**config.mk**
```make
export PLATFORM = sky130hd
export DESIGN_NAME = xtea_front
export DESIGN_NICKNAME = d
export VERILOG_FILES = /design/src/rtl/xtea_pkg.sv /design/src/rtl/xtea_front.sv
export SDC_FILE = /design/constraint.sdc
export NUM_CORES = 1
export LEC_CHECK = 0
export BUFFER_PORTS_ARGS = -buffer_cell sky130_fd_sc_hd__clkbuf_2
export CAP_MARGIN = 5
export CORE_MARGIN = 3
export CORE_UTILIZATION = 43
export DETAILED_ROUTE_END_ITERATION = 7
export PLACE_DENSITY = 0.82
export SLEW_MARGIN = 20
export SYNTH_ARGS = -nofsm -noshare
export SYNTH_HDL_FRONTEND = slang
export SYNTH_SLANG_ARGS = --single-unit
```
**constraint.sdc**
```tcl
create_clock -name clk -period 13.73 [get_ports clk]
set_input_delay 1.373 -clock clk [delete_from_list [all_inputs] [get_ports clk]]
set_output_delay 1.373 -clock clk [all_outputs]
set_load 0.1 [all_outputs]
```
**src/rtl/xtea_pkg.sv**
```systemverilog
// Shared types, constants and the round function for the XTEA block cipher.
`timescale 1ns / 1ps
`default_nettype none

package xtea_pkg;

	localparam int unsigned WORD_W          = 32;
	localparam int unsigned KEY_WORDS       = 4;
	localparam int unsigned CFG_INDEX_W     = 8;
	localparam int unsigned ROUND_COUNT_DFLT = 32;
	localparam int unsigned QUEUE_DEPTH_DFLT = 2;

	localparam logic [WORD_W-1:0] XTEA_DELTA = 32'h9E37_79B9;

	localparam logic OP_ENCRYPT = 1'b0;
	localparam logic OP_DECRYPT = 1'b1;

	// Register indexes of the configuration port.
	localparam logic [CFG_INDEX_W-1:0] REG_KEY_ZERO  = 8'd0;
	localparam logic [CFG_INDEX_W-1:0] REG_KEY_ONE   = 8'd1;
	localparam logic [CFG_INDEX_W-1:0] REG_KEY_TWO   = 8'd2;
	localparam logic [CFG_INDEX_W-1:0] REG_KEY_THREE = 8'd3;

	typedef logic [KEY_WORDS-1:0][WORD_W-1:0] xtea_key_t;

	// One block in flight, with its direction and running round sum.
	typedef struct packed {
		logic              op;
		logic [WORD_W-1:0] hi;
		logic [WORD_W-1:0] lo;
		logic [WORD_W-1:0] sum;
	} xtea_item_t;

	function automatic logic [WORD_W-1:0] mix_word(input logic [WORD_W-1:0] x);
		return ((x << 4) ^ (x >> 5)) + x;
	endfunction

endpackage

`default_nettype wire

```
**src/rtl/xtea_front.sv**
```systemverilog
// Front end: takes an item, registers it and sets its starting round sum.
`timescale 1ns / 1ps
`default_nettype none

module xtea_front #(
	parameter int unsigned ROUND_COUNT = xtea_pkg::ROUND_COUNT_DFLT
) (
	input  wire logic                        clk,
	input  wire logic                        arst_n,
	input  wire logic                        start,
	input  wire logic                        operation,
	input  wire logic [xtea_pkg::WORD_W-1:0] block_high,
	input  wire logic [xtea_pkg::WORD_W-1:0] block_low,
	output logic                             busy,
	input  wire logic                        queue_full,
	output logic                             push,
	output xtea_pkg::xtea_item_t             push_item
);
	import xtea_pkg::*;

	// Decryption walks the sum down from DELTA times the round count.
	localparam logic [WORD_W-1:0] SUM_DECRYPT =
		WORD_W'(64'(XTEA_DELTA) * 64'(ROUND_COUNT));

	logic       valid_q;
	xtea_item_t item_q;
	logic       take;

	assign push = valid_q && !queue_full;
	assign busy = valid_q && !push;
	assign take = start && !busy;
	assign push_item = item_q;

	always_ff @(posedge clk or negedge arst_n) begin
		if (!arst_n) begin
			valid_q <= 1'b0;
		end else if (take) begin
			valid_q <= 1'b1;
		end else if (push) begin
			valid_q <= 1'b0;
		end
	end

	always_ff @(posedge clk) begin
		if (take) begin
			item_q.op  <= operation;
			item_q.hi  <= block_high;
			item_q.lo  <= block_low;
			item_q.sum <= (operation == OP_DECRYPT) ? SUM_DECRYPT : '0;
		end
	end

endmodule

`default_nettype wire

```
Word-level counts from Yosys, hierarchy flattened
Cells that the tools add are included.
{"block": "classes", "n_reduce_logical": 7, "n_mux": 3}
{"operator": "$mux 32", "n": 1}
{"operator": "$logic_and 1x1->1", "n": 3}
{"operator": "$logic_not 1->1", "n": 3}
{"operator": "$mux 1", "n": 2}
{"operator": "$reduce_bool 2->1", "n": 1}
{"block": "word_totals", "input_bits": 69, "wordCells": 15, "regBits": 98, "out_inout_bits": 99}

Longest topological paths before layout
Gate-level depths: netlist (run 1).
{"block": "depth", "depth_word": 7, "depth_mapped": 1, "ltp_nobuf": 1}

Least setup slack after synthesis (run 1)
Ideal clock, no wire load.
{"block": "synth_timing", "path_type": "input -> register", "startpoint": "in start", "endpoint": "reg item_q (netlist bit push_item[30]) (enable)", "path_stages": 1, "setup_ns": 0.588, "required_ns": 13.142, "path_buffers": 0, "slack_ns": 7.027, "arrival_ns": 6.115, "cell_sequence": "a21boi_0"}
{"block": "synth_between", "elab_chain_cells": 1}
{"item": "start: declaration", "line": "xtea_front.sv:10", "text": "input wire logic start,"}
{"item": "$logic_and 1x1->1", "line": "xtea_front.sv:31", "text": "assign take = start && !busy;"}
{"item": "end: declaration", "line": "xtea_front.sv:26", "text": "xtea_item_t item_q;"}
Every way passes these cells.
A chain may end at the register's enable or synchronous reset.

Worst setup path after layout (run 1)
{"block": "layout_timing", "startpoint": "in queue_full", "endpoint": "out push"}
{"block": "layout_between", "elab_chain_cells": 2}
{"item": "start: declaration", "line": "xtea_front.sv:15", "text": "input wire logic queue_full,"}
{"item": "$logic_not 1->1", "line": "xtea_front.sv:29", "text": "assign push = valid_q && !queue_full;"}
{"item": "$logic_and 1x1->1", "line": "xtea_front.sv:29"}
{"item": "end: declaration", "line": "xtea_front.sv:16", "text": "output logic push,"}
Every way passes these cells.

==> results.cfg, run 1 <==
[status]
status = finished clean

[worst_setup_path]
end_kind = primary output
worstPathRequired_ps = 12360
crit_top_cell = clkbuf_2
path_cells = clkbuf_2 -> and2b_2 -> clkbuf_2
cp_slowest_stage_delay_ps = 450
path_class = primary input to primary output
critPathMaxFanout = 4
arrival_ps = 2170
crit_path_start_kind = primary input
slowest_stage = clkbuf_2

[route]
post_drt_wl_per_cell_um = 14.5
vias = 1354
ant_nets = 0
routed_wirelength_um = 4640
vias_per_cell = 4.22
firstDrtPassIters = 4
drc = 0
drt_first_iter_violations = 32

[yosys]
ys_seq_elements = 66
synth.avg_cell_area_sq_um = 21.9
post-synth-top-count-cell = edfxtp_1
synth_common_cells = edfxtp_1, buf_4
synth-main-ff-cell = edfxtp_1
synth.area.top_cells = edfxtp_1, buf_4, dfrtp_1
yosys.area.top_type = edfxtp_1
synth_edf_count = 65
yosysWarnings = 0
synth_top_area_share_pct = 86.6
syn_inst = 103
syn_area_sq_um = 2250
seq_area_frac_synth_pct = 87.7
synthArstFlopShare_pct = 1.52
synth.distinct_cells = 8

[pwr]
p_leak_nw = 1.46
power_density_nw_per_um2 = 185
ir_worst_vdd_mv = 0.118

[floorplanning]
rows = 25
dieArea_sq_um = 6140
boundaryPins = 168
die_y_um = 78.4
die_w_um = 78.4
core_area_sq_um = 4880
start_util_pct = 46.2

[global_routing]
grt_pass1_vias = 1399
grt_max_degree = 40
grt_pass1_wl_um = 6980
grtUsageTotal_pct = 15.7
overflow = 0
antenna_found_initial = 0

[sta]
timing.final.crit_share_pct = 25.8
final.setup_skew_ps = 5.21
worst_pin_slew_ps = 873
relSlewSlack_pct = 41.7
maxSlewViolCount = 0
setup-violations-final = 0
fin_crit_ps = 3540
clock.fmax_ghz = 0.282
hold-worst-slack_ps = 609
hold_viol = 0
setup_tns_ps = 0
rsz0062_at_grt = no

[placement]
portBuffers = 152
gp_congestion = 0.696

[clocking]
cts.clk_slew.worst_paths_ps = 70
post-cts-setup-buffer-count = 0
clock_sinks = 66
cts_tree = built
ctsHtreeMaxLevel = 3
cts_resized = 0
ctsHoldBuffers = 0
cts_buffer_depth = 2
cts_buffers = 9
cts-root-buf = clkbuf_8
insertion_delay_ps = 320

[final_layout]
nNetsFinal = 318
drive_gt1_share_pct = 67.7
area_growth_pct = 41.7
fillers = 337
antenna_cells = 0

[worst_hold_path]
hp-class = flop to flop

[run]
cap_violations = 0
cell families after synthesis:
kind of cell           after synthesis  synth area share [%]
AO/OA/AOI/OAI                        2                 0.722
AND/OR/NAND/NOR                      2                 0.722
buffers and inverters               32                  10.7
flip-flops                          66                  87.7
other                                1                 0.166
flip-flops by register name, summed over array words and instances (netlist names):
register,count
valid_q,1
push_item,65
power breakdown:
| group | total [W] | switching (W) | internal (W) | leakage, nW |
|---|---|---|---|---|
| logic | 0.000143 | 0.000127 | 0.0000157 | 0.706 |
| registers | 0.000238 | 0.00000355 | 0.000235 | 0.630 |
| clock network | 0.000208 | 0.0000694 | 0.000139 | 0.127 |
final timing paths:
kind                                     startpoint                 endpoint  slack, ps  depth (start not counted)
worst max register to register  valid_q$_DFFE_PN0P_  push_item[50]$_DFFE_PP_      11640                          2
worst min register to register  valid_q$_DFFE_PN0P_      valid_q$_DFFE_PN0P_        610                          1
min in group asynchronous                    arst_n      valid_q$_DFFE_PN0P_        810                          1
max in group asynchronous                    arst_n      valid_q$_DFFE_PN0P_      12830                          1
worst max-delay path                     queue_full                     push      10190                          3
worst min-delay path            valid_q$_DFFE_PN0P_      valid_q$_DFFE_PN0P_        610                          1
metrics by stage:
step	power, W	std cells	worst slack [ps]	area [sq um]	utilization, %
finish	0.000590	321	10190	3190	65.4
global route	0.000610	321	10160	3190	65.4
CTS	0.000596	321	10190	3190	65.4
detailed placement	0.000386	305	10190	2930	60.0
global placement	0.000385	305	10210	2930	60.0
floorplan	0.000371	117	7030	2310	-
layer usage:
| metal | share of wire (%) | global-route usage [%] | up-vias |
|---|---|---|---|
| met2 | 51 | 25.9 | 123 |
| met3 | 17 | 11.7 | 5 |
| met1 | 31 | 14.7 | 603 |
| li1 | - | - | 623 |
| met4 | 0.82 | 5.77 | 0 |
| met5 | 0 | 0 | - |
placed cells by master, fill, tap and decap left out, drive strengths merged:
| cell | synthesis | routed |
|---|---|---|
| edfxtp | 65 | 65 |
| and2b | 1 | 1 |
| dfrtp | 1 | 1 |
| a21boi | 1 | 1 |
| clkinv | 0 | 1 |
| clkbuf | 0 | 161 |
| inv | 0 | 1 |
| bufinv | 0 | 4 |
| a21o | 1 | 1 |
| buf | 32 | 1 |
| conb | 1 | 15 |
| clkinvlp | 0 | 1 |
| and2 | 1 | 1 |
critical path, delay by kind of cell:
kind	cells	cell delay, ps
simple gates	1	220
buf+inv	2	580
final cells by class:
type                            count  area, sq um  share of cell area (%)
Tap cell                           67         83.8                    2.63
Timing Repair Buffer              153          768                    24.1
Sequential cell                    66         1980                    61.9
Clock inverter                      7          140                    4.39
Multi-Input combinational cell     19          100                    3.13
Clock buffer                        9          124                    3.88
Note: power is estimated with default switching activity, not from simulation.
==> run 2: changes to the inputs <==
--- a/config.mk
+++ b/config.mk
@@ -8,9 +8,9 @@
 export BUFFER_PORTS_ARGS = -buffer_cell sky130_fd_sc_hd__clkbuf_2
 export CAP_MARGIN = 5
 export CORE_MARGIN = 3
-export CORE_UTILIZATION = 43
+export CORE_UTILIZATION = 36
 export DETAILED_ROUTE_END_ITERATION = 7
-export PLACE_DENSITY = 0.82
+export PLACE_DENSITY = 0.73
 export SLEW_MARGIN = 20
 export SYNTH_ARGS = -nofsm -noshare
 export SYNTH_HDL_FRONTEND = slang
==> constraint.sdc (replaced) <==
create_clock -name clk -period 3 [get_ports clk]
set_input_delay 0.3 -clock clk [delete_from_list [all_inputs] [get_ports clk]]
set_output_delay 0.3 -clock clk [all_outputs]
set_load 0.1 [all_outputs]
==> run 2 against run 1 <==
Against the previous run:
- setup slack worse by 9000 ps
- critical path depth down 2
- cell area down 2.3%
- clock power rose to 3.0 times the previous value
- register-to-register slack worse by 10000 ps
- non-clock buffer count up 1
- combinational power rose to 4.6 times the previous value
- final cell count up 2.8%
- largest cell class unchanged
==> results.cfg, run 2 (same netlist as run 1, synthesis figures left out) <==
[floorplanning]
die_y_um = 85.1
rows = 28
start_util_pct = 37.6
die_w_um = 85.1
boundaryPins = 168
core_area_sq_um = 5990
dieArea_sq_um = 7240

[sta]
timing.final.crit_share_pct = 59.1
fin_crit_ps = 1770
clock.fmax_ghz = 0.564
worst_pin_slew_ps = 767
rsz0062_at_grt = no
worst_slack_ps = 1230
setup_tns_ps = 0
final.setup_skew_ps = 6.63
maxSlewViolCount = 0
hold-worst-slack_ps = 139
relSlewSlack_pct = 48.9
setup-violations-final = 0
hold_viol = 0

[worst_setup_path]
critPathBufInv = 1
worstPathRequired_ps = 2700
cp_slowest_stage_delay_ps = 600
arrival_ps = 1470
slowest_stage = edfxtp_1
path_delay_family = flip-flops
crit_path_start_kind = flop
path_cells = clkbuf_2
path_class = flop to primary output
end_kind = primary output
critPathMaxFanout = 18

[route]
drt_first_iter_violations = 50
vias_per_cell = 4.11
wl_met2_um = 2070
vias = 1356
ant_nets = 0
firstDrtPassIters = 4
highest_layer = met4
route.met3.wl_um = 726
drc = 0
routed_wirelength_um = 4300
post_drt_wl_per_cell_um = 13.0
routedLengthMet1_um = 1430

[clocking]
ctsHoldBuffers = 1
insertion_delay_ps = 330
cts_buffer_depth = 2
clock_sinks = 66
cts_resized = 0
ctsHtreeMaxLevel = 3
cts.clk_slew.worst_paths_ps = 70
post-cts-setup-buffer-count = 0
cts-root-buf = clkbuf_8
cts_buffers = 9
cts_tree = built

[final_layout]
largest_reg_flops = 65
nNetsFinal = 319
drive_gt1_share_pct = 67.8
design_area_sq_um = 3120
layout_commonest_cell = clkbuf_2
antenna_cells = 0
final_cell_mix = clkbuf_2, edfxtp_1, conb_1, clkbuf_8
ff_latch_area_sq_um = 1980
area_growth_pct = 38.4
multi_input_area_sq_um = 100
fillers = 516

[placement]
dpl_cell_area_sq_um = 2940
post-place-ws_ps = 1360
portBuffers = 152
gp_congestion = 0.684

[global_routing]
grt_pass1_wl_um = 6620
grt_max_degree = 66
grtUsageTotal_pct = 12.4
grt_pass1_vias = 1320
overflow = 0
antenna_found_initial = 0

[pwr]
ir_worst_vdd_mv = 0.384
p_leak_nw = 1.42
power_density_nw_per_um2 = 759

[status]
status = finished clean

[worst_hold_path]
hp-class = primary input to flop

[run]
cap_violations = 0
==> run 2: cell type report <==
cell class | instances | area share (%)
Tap cell | 75 | 3.01
Clock buffer | 9 | 3.97
Timing Repair Buffer | 154 | 24.9
Sequential cell | 66 | 63.4
Clock inverter | 7 | 1.48
Multi-Input combinational cell | 19 | 3.21
==> run 2: per-layer routing <==
metal,GRT usage (%),vias up
met4,7.05,0
met2,19.7,117
met1,12.6,604
met5,0,-
met3,7.57,7
li1,-,628
==> run 2: worst paths after layout <==
path / slack, ps / end / start / depth (start not counted)
setup / recovery: 1230 / push_item[21] / push_item[30]$_DFFE_PP_ / 1
hold / removal: 140 / push_item[55]$_DFFE_PP_ / block_low[23] / 1
setup reg to reg: 1410 / push_item[94]$_DFFE_PP_ / valid_q$_DFFE_PN0P_ / 2
hold reg to reg: 590 / valid_q$_DFFE_PN0P_ / valid_q$_DFFE_PN0P_ / 1
max in group asynchronous: 2640 / valid_q$_DFFE_PN0P_ / arst_n / 2
min in group asynchronous: 280 / valid_q$_DFFE_PN0P_ / arst_n / 2
==> run 2: per-stage QoR <==
step | utilization, % | power (W) | std cells
final | 52.1 | 0.00237 | 330
after global routing | 52.1 | 0.00247 | 330
after CTS | 52.1 | 0.00240 | 330
after detailed placement | 49.1 | 0.00177 | 313
after global placement | 49.1 | 0.00176 | 313
after floorplan | - | 0.00169 | 117
==> run 2: where the power goes <==
group	switching (W)	internal [W]
combinational	0.000580	0.0000725
sequential	0.0000157	0.00107
clock	0.000328	0.000295
