--- config.mk ---
export PLATFORM = sky130hd
export DESIGN_NAME = xtea_queue
export DESIGN_NICKNAME = d
export VERILOG_FILES = /design/src/rtl/xtea_pkg.sv /design/src/rtl/xtea_queue.sv
export SDC_FILE = /design/constraint.sdc
export NUM_CORES = 1
export LEC_CHECK = 0
export BUFFER_PORTS_ARGS = -buffer_cell sky130_fd_sc_hd__buf_2
export CORE_UTILIZATION = 40
export DETAILED_ROUTE_END_ITERATION = 10
export PLACE_DENSITY = 0.65
export SLEW_MARGIN = 5
export SYNTH_ARGS = -nofsm -noshare
export SYNTH_HDL_FRONTEND = slang
export SYNTH_SLANG_ARGS = --single-unit
--- constraint.sdc ---
create_clock -name clk -period 6.88 [get_ports clk]
set_clock_uncertainty 0.1 [all_clocks]
set_input_delay 1.376 -clock clk [delete_from_list [all_inputs] [get_ports clk]]
set_output_delay 1.376 -clock clk [all_outputs]
set_load 0.02 [all_outputs]
--- src/rtl/xtea_pkg.sv ---
// Shared types, constants and the round function for the XTEA block cipher.
`timescale 1ns / 1ps
`default_nettype none

package xtea_pkg;

	localparam int unsigned WORD_W          = 32;
	localparam int unsigned KEY_WORDS       = 4;
	localparam int unsigned CFG_INDEX_W     = 8;
	localparam int unsigned ROUND_COUNT_DFLT = 32;
	localparam int unsigned QUEUE_DEPTH_DFLT = 2;

	localparam logic [WORD_W-1:0] XTEA_DELTA = 32'h9E37_79B9;

	localparam logic OP_ENCRYPT = 1'b0;
	localparam logic OP_DECRYPT = 1'b1;

	// Register indexes of the configuration port.
	localparam logic [CFG_INDEX_W-1:0] REG_KEY_ZERO  = 8'd0;
	localparam logic [CFG_INDEX_W-1:0] REG_KEY_ONE   = 8'd1;
	localparam logic [CFG_INDEX_W-1:0] REG_KEY_TWO   = 8'd2;
	localparam logic [CFG_INDEX_W-1:0] REG_KEY_THREE = 8'd3;

	typedef logic [KEY_WORDS-1:0][WORD_W-1:0] xtea_key_t;

	// One block in flight, with its direction and running round sum.
	typedef struct packed {
		logic              op;
		logic [WORD_W-1:0] hi;
		logic [WORD_W-1:0] lo;
		logic [WORD_W-1:0] sum;
	} xtea_item_t;

	function automatic logic [WORD_W-1:0] mix_word(input logic [WORD_W-1:0] x);
		return ((x << 4) ^ (x >> 5)) + x;
	endfunction

endpackage

`default_nettype wire

--- src/rtl/xtea_queue.sv ---
// Short item queue between the front end and the round pipeline.
`timescale 1ns / 1ps
`default_nettype none

module xtea_queue #(
	parameter int unsigned DEPTH = xtea_pkg::QUEUE_DEPTH_DFLT
) (
	input  wire logic                 clk,
	input  wire logic                 arst_n,
	input  wire logic                 push,
	input  wire xtea_pkg::xtea_item_t push_item,
	output logic                      full,
	input  wire logic                 pop,
	output logic                      not_empty,
	output xtea_pkg::xtea_item_t      pop_item
);
	import xtea_pkg::*;

	localparam int unsigned PTR_W = (DEPTH > 1) ? $clog2(DEPTH) : 1;
	localparam int unsigned CNT_W = $clog2(DEPTH + 1);
	localparam logic [PTR_W-1:0] LAST = PTR_W'(DEPTH - 1);
	localparam logic [CNT_W-1:0] FULL_CNT = CNT_W'(DEPTH);

	xtea_item_t       mem_q [DEPTH];
	logic [PTR_W-1:0] wr_ptr_q;
	logic [PTR_W-1:0] rd_ptr_q;
	logic [CNT_W-1:0] count_q;
	logic             do_push;
	logic             do_pop;

	assign full      = (count_q == FULL_CNT);
	assign not_empty = (count_q != '0);
	assign do_push   = push && !full;
	assign do_pop    = pop && not_empty;
	assign pop_item  = mem_q[rd_ptr_q];

	always_ff @(posedge clk or negedge arst_n) begin
		if (!arst_n) begin
			wr_ptr_q <= '0;
			rd_ptr_q <= '0;
			count_q  <= '0;
		end else begin
			if (do_push) begin
				wr_ptr_q <= (wr_ptr_q == LAST) ? '0 : wr_ptr_q + 1'b1;
			end
			if (do_pop) begin
				rd_ptr_q <= (rd_ptr_q == LAST) ? '0 : rd_ptr_q + 1'b1;
			end
			if (do_push && !do_pop) begin
				count_q <= count_q + 1'b1;
			end else if (do_pop && !do_push) begin
				count_q <= count_q - 1'b1;
			end
		end
	end

	always_ff @(posedge clk) begin
		if (do_push) begin
			mem_q[wr_ptr_q] <= push_item;
		end
	end

endmodule

`default_nettype wire

# --- Yosys cells after proc, flatten, opt, wreduce, memory -nomap -nowiden ---
# Memories as Yosys holds them, arrays and structs flattened.
# Cells that the tools add are included.
classes:
  addsub: 4
  eq_ne: 1
  muxes: 6
  n_reduce_logical: 9
ops:
  columns: ["op", "count"]
  rows:
  - ["1-bit logical AND", 4]
  - ["1-bit 2-to-1 mux", 4]
  - ["2-bit 2-to-1 mux", 2]
  - ["2-bit nonzero test", 2]
  - ["1-bit zero test", 3]
  - ["1-bit adder (second input constant)", 2]
  - ["2-bit by 1-bit adder with 2-bit output (second input constant)", 1]
  - ["2-bit == test (second input constant)", 1]
  - ["2-bit by 1-bit subtractor with 2-bit output (second input constant)", 1]
totals:
  reg_bits: 4
  mem_bits_rw: 194
  in_bits: 101
  output_inout_bits: 99
  elab_cells: 24
  mem_count: 1
mem_list:
  columns: ["memory", "words", "word_bits", "read_ports", "rd_clocked_by_memory_dff", "write_ports", "line_no", "text"]
  rows:
  - ["mem_q", 2, 97, 1, 0, 1, "xtea_queue.sv:24", "xtea_item_t mem_q [DEPTH];"]

# --- Longest topological paths before layout ---
# Gate-level depths: netlist of run 1.
logic_depth:
  ltp_word: 7
  mapped_depth: 7
  mapped_depth_nobuf: 7

# --- Least setup slack after synthesis of run 1 ---
# OpenSTA, ideal clock, no wires.
synth_timing:
  path_kind: "input port to flip-flop"
  startpoint: "input port push"
  endpoint: "memory mem_q[0][0] (netlist name) (enable)"
  setup_time_ns: 0.553
  t_arrival_ns: 5.503
  required_ns: 6.227
  path_slack_ns: 0.723
  stages: 2
  n_path_buf: 0
  cell_sequence: "nand2_1 > nor2_1"
synth_between:
  elab_chain_cells: 3
synth_rtl:
  columns: ["element", "line_no", "text"]
  rows:
  - ["from (decl)", "xtea_queue.sv:10", "input wire logic push,"]
  - ["1-bit logical AND", "xtea_queue.sv:33", "assign do_push = push && !full;"]
  - ["1-bit 2-to-1 mux", "xtea_queue.sv:58", "if (do_push) begin"]
  - ["1-bit 2-to-1 mux (not written as such)", "xtea_queue.sv:59", "mem_q[wr_ptr_q] <= push_item;"]
  - ["to (decl)", "xtea_queue.sv:24", null]
# No other way between the ends.

==> impl_metrics.ini, run 1 <==
[logic_synthesis]
avgSynthCellArea_um2 = 22.7
yosysTopAreaCell = edfxtp_1
yosys.area.top_type_share_pct = 80.1
syn_inst = 321
syn-num-nets = 423
ys_ff_latch = 198
synth-warning-count = 0
yosys-top-cells-area = edfxtp_1, mux2_2, mux2_4
netlist_area_um2 = 7270
synth_seq_area_share_pct = 81.5
synth.distinct_cells = 15

[power]
powerDensity_nw_per_um2 = 447
p_leak_nw = 3.47
ir_drop_mv = 0.241

[drt]
vias = 3596
wire_per_inst_um = 16.6
first_pass_iters = 4
wirelength_um = 12800
initialDrtViolationCount = 225
vias_per_cell = 4.67
ant_nets = 0
drc = 0

[cts]
cts_buffer_depth = 2
h-tree-depth = 4
cts_setup_buffers = 0
numCtsBuffers = 17
post_cts_resized = 0
cts-root-buf = clkbuf_16
clk_latency_ns = 0.41
cts.sinks = 198
clk_pin_slew_ns = 0.07
hold_buffers = 0
cts_tree = yes

[setup_path]
cp_top_family = flip-flops
crit_fanout = 53
path_buf_inv = 2
crit_type = reg2out
cp_data_required_time_ns = 5.40
worstSetupEndpointType = primary output
slowest_stage = dfrtp_4
startpoint_type = flip-flop
crit_path_max_incr_delay_ns = 0.92
worstPathCellList = buf_4 -> mux2_2 -> buf_2
arrival_ns = 2.62

[sta]
hold_slack_ns = 0.394
clock.fmax_ghz = 0.244
setup_viol = 0
tightest_slew_ns = 1.10
period_minus_slack_ns = 4.10
setup_tns_ns = 0
hold_viol_final = 0
grt_setup_unrepaired = no
final-max-slew-violation-count = 0
fin_crit_sh_pct = 59.5
slew-limit-headroom_pct = 26.6

[finish]
most-common-layout-cells = buf_2, edfxtp_1, mux2_2
multi_input_comb_area_um2 = 1270
nNetsFinal = 633
final-seq-area_um2 = 5930
fill_cells = 1438
stdcell_area_um2 = 9140
area_delta_synth_final_pct = 25.7
drive_gt1_share_pct = 61.4
layout_commonest_cell = buf_2

[global_route]
grt_first_pass_wirelength_um = 19300
grt_overflow = 0
grt_pass1_vias = 3776
grt_max_degree = 80
antenna_found_initial = 2
gr-usage-all-layers_pct = 14.0

[die]
fp-row-count = 48
die_h_um = 137
dieArea_um2 = 18700
die_w_um = 137
initial_core_util_pct = 41.5
core_um2 = 17500
ios = 200

[placement]
gp_congestion = 0.710
portBuffers = 199
place_hpwl_um = 8400
placed_area_um2 = 8510

[worst_hold_path]
hold_path_class = reg2reg

[status]
status = finished clean

[flow_run]
maxCapViolCount = 0
## worst reg2reg max path, delay by kind of cell (launching register included)
kind / cells / cell delay (ns)
buffers and inverters: 1 / 0.87
and+or+nand+nor: 3 / 0.79
DFF: 1 / 0.41
## flip-flops by register name (all words and copies together), names as in the netlist
register and count:
mem_q 194, rd_ptr_q 1, wr_ptr_q 1, count_q 2
## cell type report
| cell class | instances | area share (%) |
|---|---|---|
| diodes | 1 | 0.0274 |
| clock buffers | 17 | 4.66 |
| clock inverters | 15 | 2.20 |
| inverters | 2 | 0.0822 |
| multi-input cells | 110 | 13.9 |
| flip-flops and latches | 198 | 64.9 |
| well taps | 225 | 3.08 |
| repair buffers | 202 | 11.1 |
## per-layer routing
metal / global-route usage, % / part of all wire, % / vias up
met1: 16.4 / 40 / 1771
met5: 0 / 0.13 / -
met2: 23.9 / 51 / 119
li1: - / - / 1693
met4: 4.58 / 0.96 / 2
met3: 5.22 / 7.5 / 11
## path summary, 6_finish.rpt
check	slack (ns)	cells after the start	to	from
min	0.39	1	count_q[1]	count_q[1]
min in group asynchronous	0.65	1	count_q[0]	arst_n
max	2.78	3	pop_item[82]	rd_ptr_q
max reg2reg	4.20	4	mem_q[0][28]	count_q[0]
min reg2reg	0.39	1	count_q[1]	count_q[1]
max in group asynchronous	5.90	1	rd_ptr_q	arst_n
## cell families (layout without fill, tap and decap cells)
logic type,count (synthesis),after routing,share of synthesized area (%)
XOR/XNOR,5,5,0.602
adder cells (fa/ha/maj),1,1,0.172
buffers and inverters,13,236,1.20
flip-flops,198,198,81.5
multiplexers,97,97,16.1
other,0,1,0
AND/OR/NAND/NOR,7,7,0.465
## cell usage after synthesis (all sizes together)
cell type  instances
xor2               2
ha                 1
nand2b             1
mux2              97
or2                1
inv                2
xnor2              3
and3               1
edfxtp           194
nand2              2
buf               11
nor2               2
dfrtp              4
## per-stage QoR
step | setup WS, ns | cells | power, mW | util [%]
2_1_floorplan | 0.723 | 321 | 2.73 | -
3_3_place_gp | 3.18 | 737 | 3.08 | 48.5
3_5_place_dp | 3.14 | 737 | 3.11 | 48.5
4_1_cts | 2.67 | 769 | 4.15 | 52.1
5_1_grt | 2.62 | 769 | 4.28 | 52.1
6_report | 2.78 | 770 | 4.09 | 52.1
## power breakdown
| part | leakage, nW | switching (mW) | internal, mW | total (mW) |
|---|---|---|---|---|
| combinational | 1.32 | 0.744 | 0.526 | 1.27 |
| sequential | 1.85 | 0.128 | 1.65 | 1.78 |
| clock | 0.302 | 0.425 | 0.612 | 1.04 |
| total | 3.47 | 1.30 | 2.79 | 4.09 |
No activity file was read; power rests on OpenSTA's default activity.
==> inputs of run 2 (changes only) <==
Settings changed: PLACE_DENSITY 0.65 to 0.67.
Clock period 6.88 ns to 3.7 ns, I/O delays scaled along.
==> impl_metrics.ini, run 2 (synthesis results as in run 1) <==
[status]
status = finished clean

[drt]
ant_nets = 0
vias = 3623
initialDrtViolationCount = 210
drc = 0
wire_per_inst_um = 16.4
vias_per_cell = 4.69
wirelength_um = 12700
first_pass_iters = 4

[worst_hold_path]
min-delay-start = count_q[1]
min_delay_path_depth = 1
holdPathEnd = count_q[1]
hold_path_class = reg2reg

[finish]
regMostFlops = mem_q
final-seq-area_um2 = 5930
largestRegisters = mem_q: 194 flops, count_q: 2 flops
nNetsFinal = 635
most-common-layout-cells = buf_2, edfxtp_1, mux2_2
multi_input_comb_area_um2 = 1270
fill_cells = 1442
largest_reg_flops = 194
layout_commonest_cell = buf_2
area_delta_synth_final_pct = 26.4
drive_gt1_share_pct = 61.1

[global_route]
gr-usage-all-layers_pct = 13.6
grt_pass1_vias = 3707
grt_overflow = 0
grt_first_pass_wirelength_um = 18500
grt_max_degree = 99
antenna_found_initial = 2

[sta]
period_minus_slack_ns = 2.83
hold_slack_ns = 0.389
final-max-slew-violation-count = 0
fin_crit_sh_pct = 76.6
clock.fmax_ghz = 0.353
tightest_slew_ns = 0.729
grt_setup_unrepaired = no
setup_viol = 0
slew-limit-headroom_pct = 51.4
hold_viol_final = 0
setup_tns_ns = 0

[cts]
cts_buffer_depth = 2
post_cts_resized = 0
cts-root-buf = clkbuf_16
cts.sinks = 198
clk_pin_slew_ns = 0.07
clk_latency_ns = 0.42
cts_setup_buffers = 0
h-tree-depth = 4
cts_tree = yes
numCtsBuffers = 17

[setup_path]
slowest_stage = mux2_2
crit_type = reg2out
r2r_slack_ns = 1.64
startpoint_type = flip-flop
crit_path_max_incr_delay_ns = 0.43
cp_data_required_time_ns = 2.86
worstPathCellList = buf_12 -> mux2_2 -> buf_2
r2r.worst_path.cells = 3
worstSetupEndpointType = primary output
reg2reg_from = count_q[0]
cp_top_family = buffers and inverters
arrival_ns = 1.99
path_buf_inv = 2
timing.rr.end = mem_q[1][56]
crit_fanout = 98

[power]
powerDensity_nw_per_um2 = 834
ir_drop_mv = 0.574
p_leak_nw = 3.49

[die]
fp-row-count = 48
ios = 200
die_w_um = 137
die_h_um = 137
initial_core_util_pct = 41.5
core_um2 = 17500
dieArea_um2 = 18700

[placement]
place_hpwl_um = 8230
portBuffers = 199
gp_congestion = 0.676

[flow_run]
maxCapViolCount = 0
run 2: per-layer routing:
layer / track usage, % / share of wire, %
met5: 0 / 0
met4: 4.95 / 1.1
met3: 6.07 / 8.5
met1: 15.4 / 40
met2: 22.6 / 50
run 2: worst max path at each step:
stage	depth (start not counted)	start	slack (ns)	to
finish	3	rd_ptr_q	0.87	pop_item[90]
global route	3	rd_ptr_q	0.86	pop_item[9]
CTS	3	rd_ptr_q	0.90	pop_item[90]
detailed placement	3	push	1.36	mem_q[1][43]
global placement	3	rd_ptr_q	1.38	pop_item[90]
floorplan	1	push	0.11	mem_q[1][0]
run 2: where the power goes:
| group | leakage, nW | switching, mW | internal [mW] | total, mW |
|---|---|---|---|---|
| combinational | 1.34 | 1.50 | 1.01 | 2.51 |
| clock | 0.300 | 0.771 | 1.20 | 1.97 |
| sequential | 1.85 | 0.118 | 3.07 | 3.19 |
run 2: worst reg2reg max path, stage by stage (launching register included):
cell,delay (ns)
dfrtp_1,0.41
nand2b_1,0.18
and3_4,0.66
buf_12,0.37
run 2: area by class of cell:
type | count | area share, %
Antenna cell | 2 | 0.0545
Clock buffer | 18 | 4.67
Clock inverter | 13 | 2.22
Inverter | 2 | 0.0817
Multi-Input combinational cell | 110 | 13.8
Sequential cell | 198 | 64.5
Tap cell | 225 | 3.06
Timing Repair Buffer | 204 | 11.5
run 2: repair_timing:
item | 4_1_cts | 5_1_grt
hold endpoints to repair | 4 | 0
setup endpoints to repair | 0 | 0
hold buffers | 1 | 0
run 2: metrics by stage:
| step | instance area, um2 | power [mW] | cells | worst slack (ns) | util [%] |
|---|---|---|---|---|---|
| 2_1_floorplan | 7280 | 5.06 | 321 | 0.107 | - |
| 3_3_place_gp | 8540 | 5.74 | 738 | 1.38 | 48.7 |
| 3_5_place_dp | 8540 | 5.79 | 738 | 1.36 | 48.7 |
| 4_1_cts | 9180 | 7.76 | 770 | 0.901 | 52.4 |
| 5_1_grt | 9180 | 8.00 | 770 | 0.857 | 52.4 |
| 6_report | 9190 | 7.66 | 772 | 0.865 | 52.4 |
==> inputs of run 3 (changes only) <==
Clock period 3.7 ns to 2.3 ns, I/O delays scaled along.
==> impl_metrics.ini, run 3 (synthesis results as in run 1) <==
[status]
status = finished clean

[drt]
initialDrtViolationCount = 233
ant_nets = 0
wl_met2_um = 7110
vias = 3709
highest_layer = met4
vias_per_cell = 4.74
wirelength_um = 14100
route.layer.met1.wl_um = 5840
first_pass_iters = 5
wire_per_inst_um = 18.0
drc = 0
wl_met3_um = 1000

[sta]
grt_setup_unrepaired = yes
clock.fmax_ghz = 0.440
fin_crit_sh_pct = 98.7
tightest_slew_ns = 0.446
hold_viol_final = 0
period_minus_slack_ns = 2.27
slew-limit-headroom_pct = 70.2
final-max-slew-violation-count = 0
setup_viol = 0

[finish]
largest_reg_flops = 194
final-seq-area_um2 = 5930
layout_commonest_cell = edfxtp_1
most-common-layout-cells = edfxtp_1, buf_2, mux2_2
area_delta_synth_final_pct = 27.9
multi_input_comb_area_um2 = 1280
largestRegisters = mem_q: 194 flops, count_q: 2 flops
fin_util_pct = 53.0
stdcell_area_um2 = 9300
drive_gt1_share_pct = 61.8
nNetsFinal = 646
regMostFlops = mem_q
fill_cells = 1436

[die]
initial_core_util_pct = 41.5
dieArea_um2 = 18700
die_w_um = 137
core_um2 = 17500
ios = 200
die_h_um = 137
fp-row-count = 48

[cts]
clk_latency_ns = 0.42
cts_tree = yes
cts_buffer_depth = 2
h-tree-depth = 4
cts.sinks = 198
clk_pin_slew_ns = 0.07
cts-root-buf = clkbuf_16
numCtsBuffers = 17

[worst_hold_path]
hold_path_class = in2reg
min-delay-start = push_item[36]
holdPathEnd = mem_q[0][36]
min_delay_path_depth = 1

[flow_run]
maxCapViolCount = 0

[setup_path]
r2r.worst_path.cells = 4
crit_type = reg2out
worstSetupEndpointType = primary output
r2r_slack_ns = 0.60
startpoint_type = flip-flop
cp_data_required_time_ns = 1.74
timing.rr.end = mem_q[0][0]
arrival_ns = 1.71
crit_fanout = 21
reg2reg_from = count_q[0]

[placement]
portBuffers = 199
placed_area_um2 = 8640
place_hpwl_um = 8860
gp_congestion = 0.737

[power]
p_leak_nw = 3.55
p_int_mw = 8.34
ir_drop_mv = 0.784
p_comb_share_pct = 36.3
netSwitchingFraction_pct = 32.6
powerDensity_nw_per_um2 = 1330
p_sw_mw = 4.04
p_seq_share_pct = 41.5
p_clk_share_pct = 22.1

[global_route]
grt_pass1_vias = 3954
grt_max_degree = 74
grt_first_pass_wirelength_um = 20400
gr-usage-all-layers_pct = 14.8
grt_overflow = 0
antenna_found_initial = 1
[run 3: metal layers]
layer / up-vias / track usage [%]
li1: 1718 / -
met1: 1859 / 16.9
met2: 121 / 25.5
met3: 11 / 5.85
met4: 0 / 4.21
met5: - / 0
[run 3: worst max-delay path by stage]
stage,depth (start not counted),start,slack [ns],end
after floorplan,3,count_q[0],-0.25,mem_q[0][0]
after global placement,3,rd_ptr_q,0.36,pop_item[78]
after detailed placement,3,rd_ptr_q,0.34,pop_item[29]
after CTS,3,rd_ptr_q,-0.003,pop_item[29]
after global routing,4,rd_ptr_q,-0.03,pop_item[96]
final,4,rd_ptr_q,0.03,pop_item[46]
[run 3: repair_timing]
item                                   4_1_cts  5_1_grt
gates resized for setup                      0        9
cloned                                       0        2
setup endpoints to repair                   87       44
hold buffers                                 1        0
pin swaps                                    0        0
endpoints found under the hold margin        4        0
setup buffers                                1        2
[run 3: power by group through the flow]
stage,logic [mW],registers (mW),clock network [mW]
2_1_floorplan,2.96,5.17,0
3_3_place_gp,4.17,5.25,0
3_5_place_dp,4.23,5.29,0
4_1_cts,4.30,5.18,2.81
5_1_grt,4.79,5.21,2.93
6_report,4.50,5.14,2.74
[run 3: cell type report]
class | instances | share of cell area (%)
clock buffer | 17 | 4.58
tap | 225 | 3.03
timing repair buffer | 215 | 13.5
sequential | 198 | 63.8
antenna | 1 | 0.0269
multi-input combinational | 110 | 13.8
inverter | 2 | 0.0808
clock inverter | 15 | 1.20
[run 3: metrics by stage]
stage | TNS, ns | hold WS, ns | std cells | setup WS [ns] | power, mW
finish | 0 | 0.123 | 783 | 0.0288 | 12.4
global route | -0.285 | 0.100 | 782 | -0.0286 | 12.9
CTS | -0.00274 | 0.105 | 778 | -0.00253 | 12.3
detailed placement | 0 | 0.173 | 744 | 0.339 | 9.52
global placement | 0 | 0.166 | 744 | 0.361 | 9.42
floorplan | -26.81 | 0.0644 | 321 | -0.255 | 8.13
[run 3: worst max-delay path: stages, from the launching register on]
cell and delay, ns:
dfrtp_4 0.49, buf_12 0.15, buf_12 0.16, mux2_4 0.31, buf_4 0.16
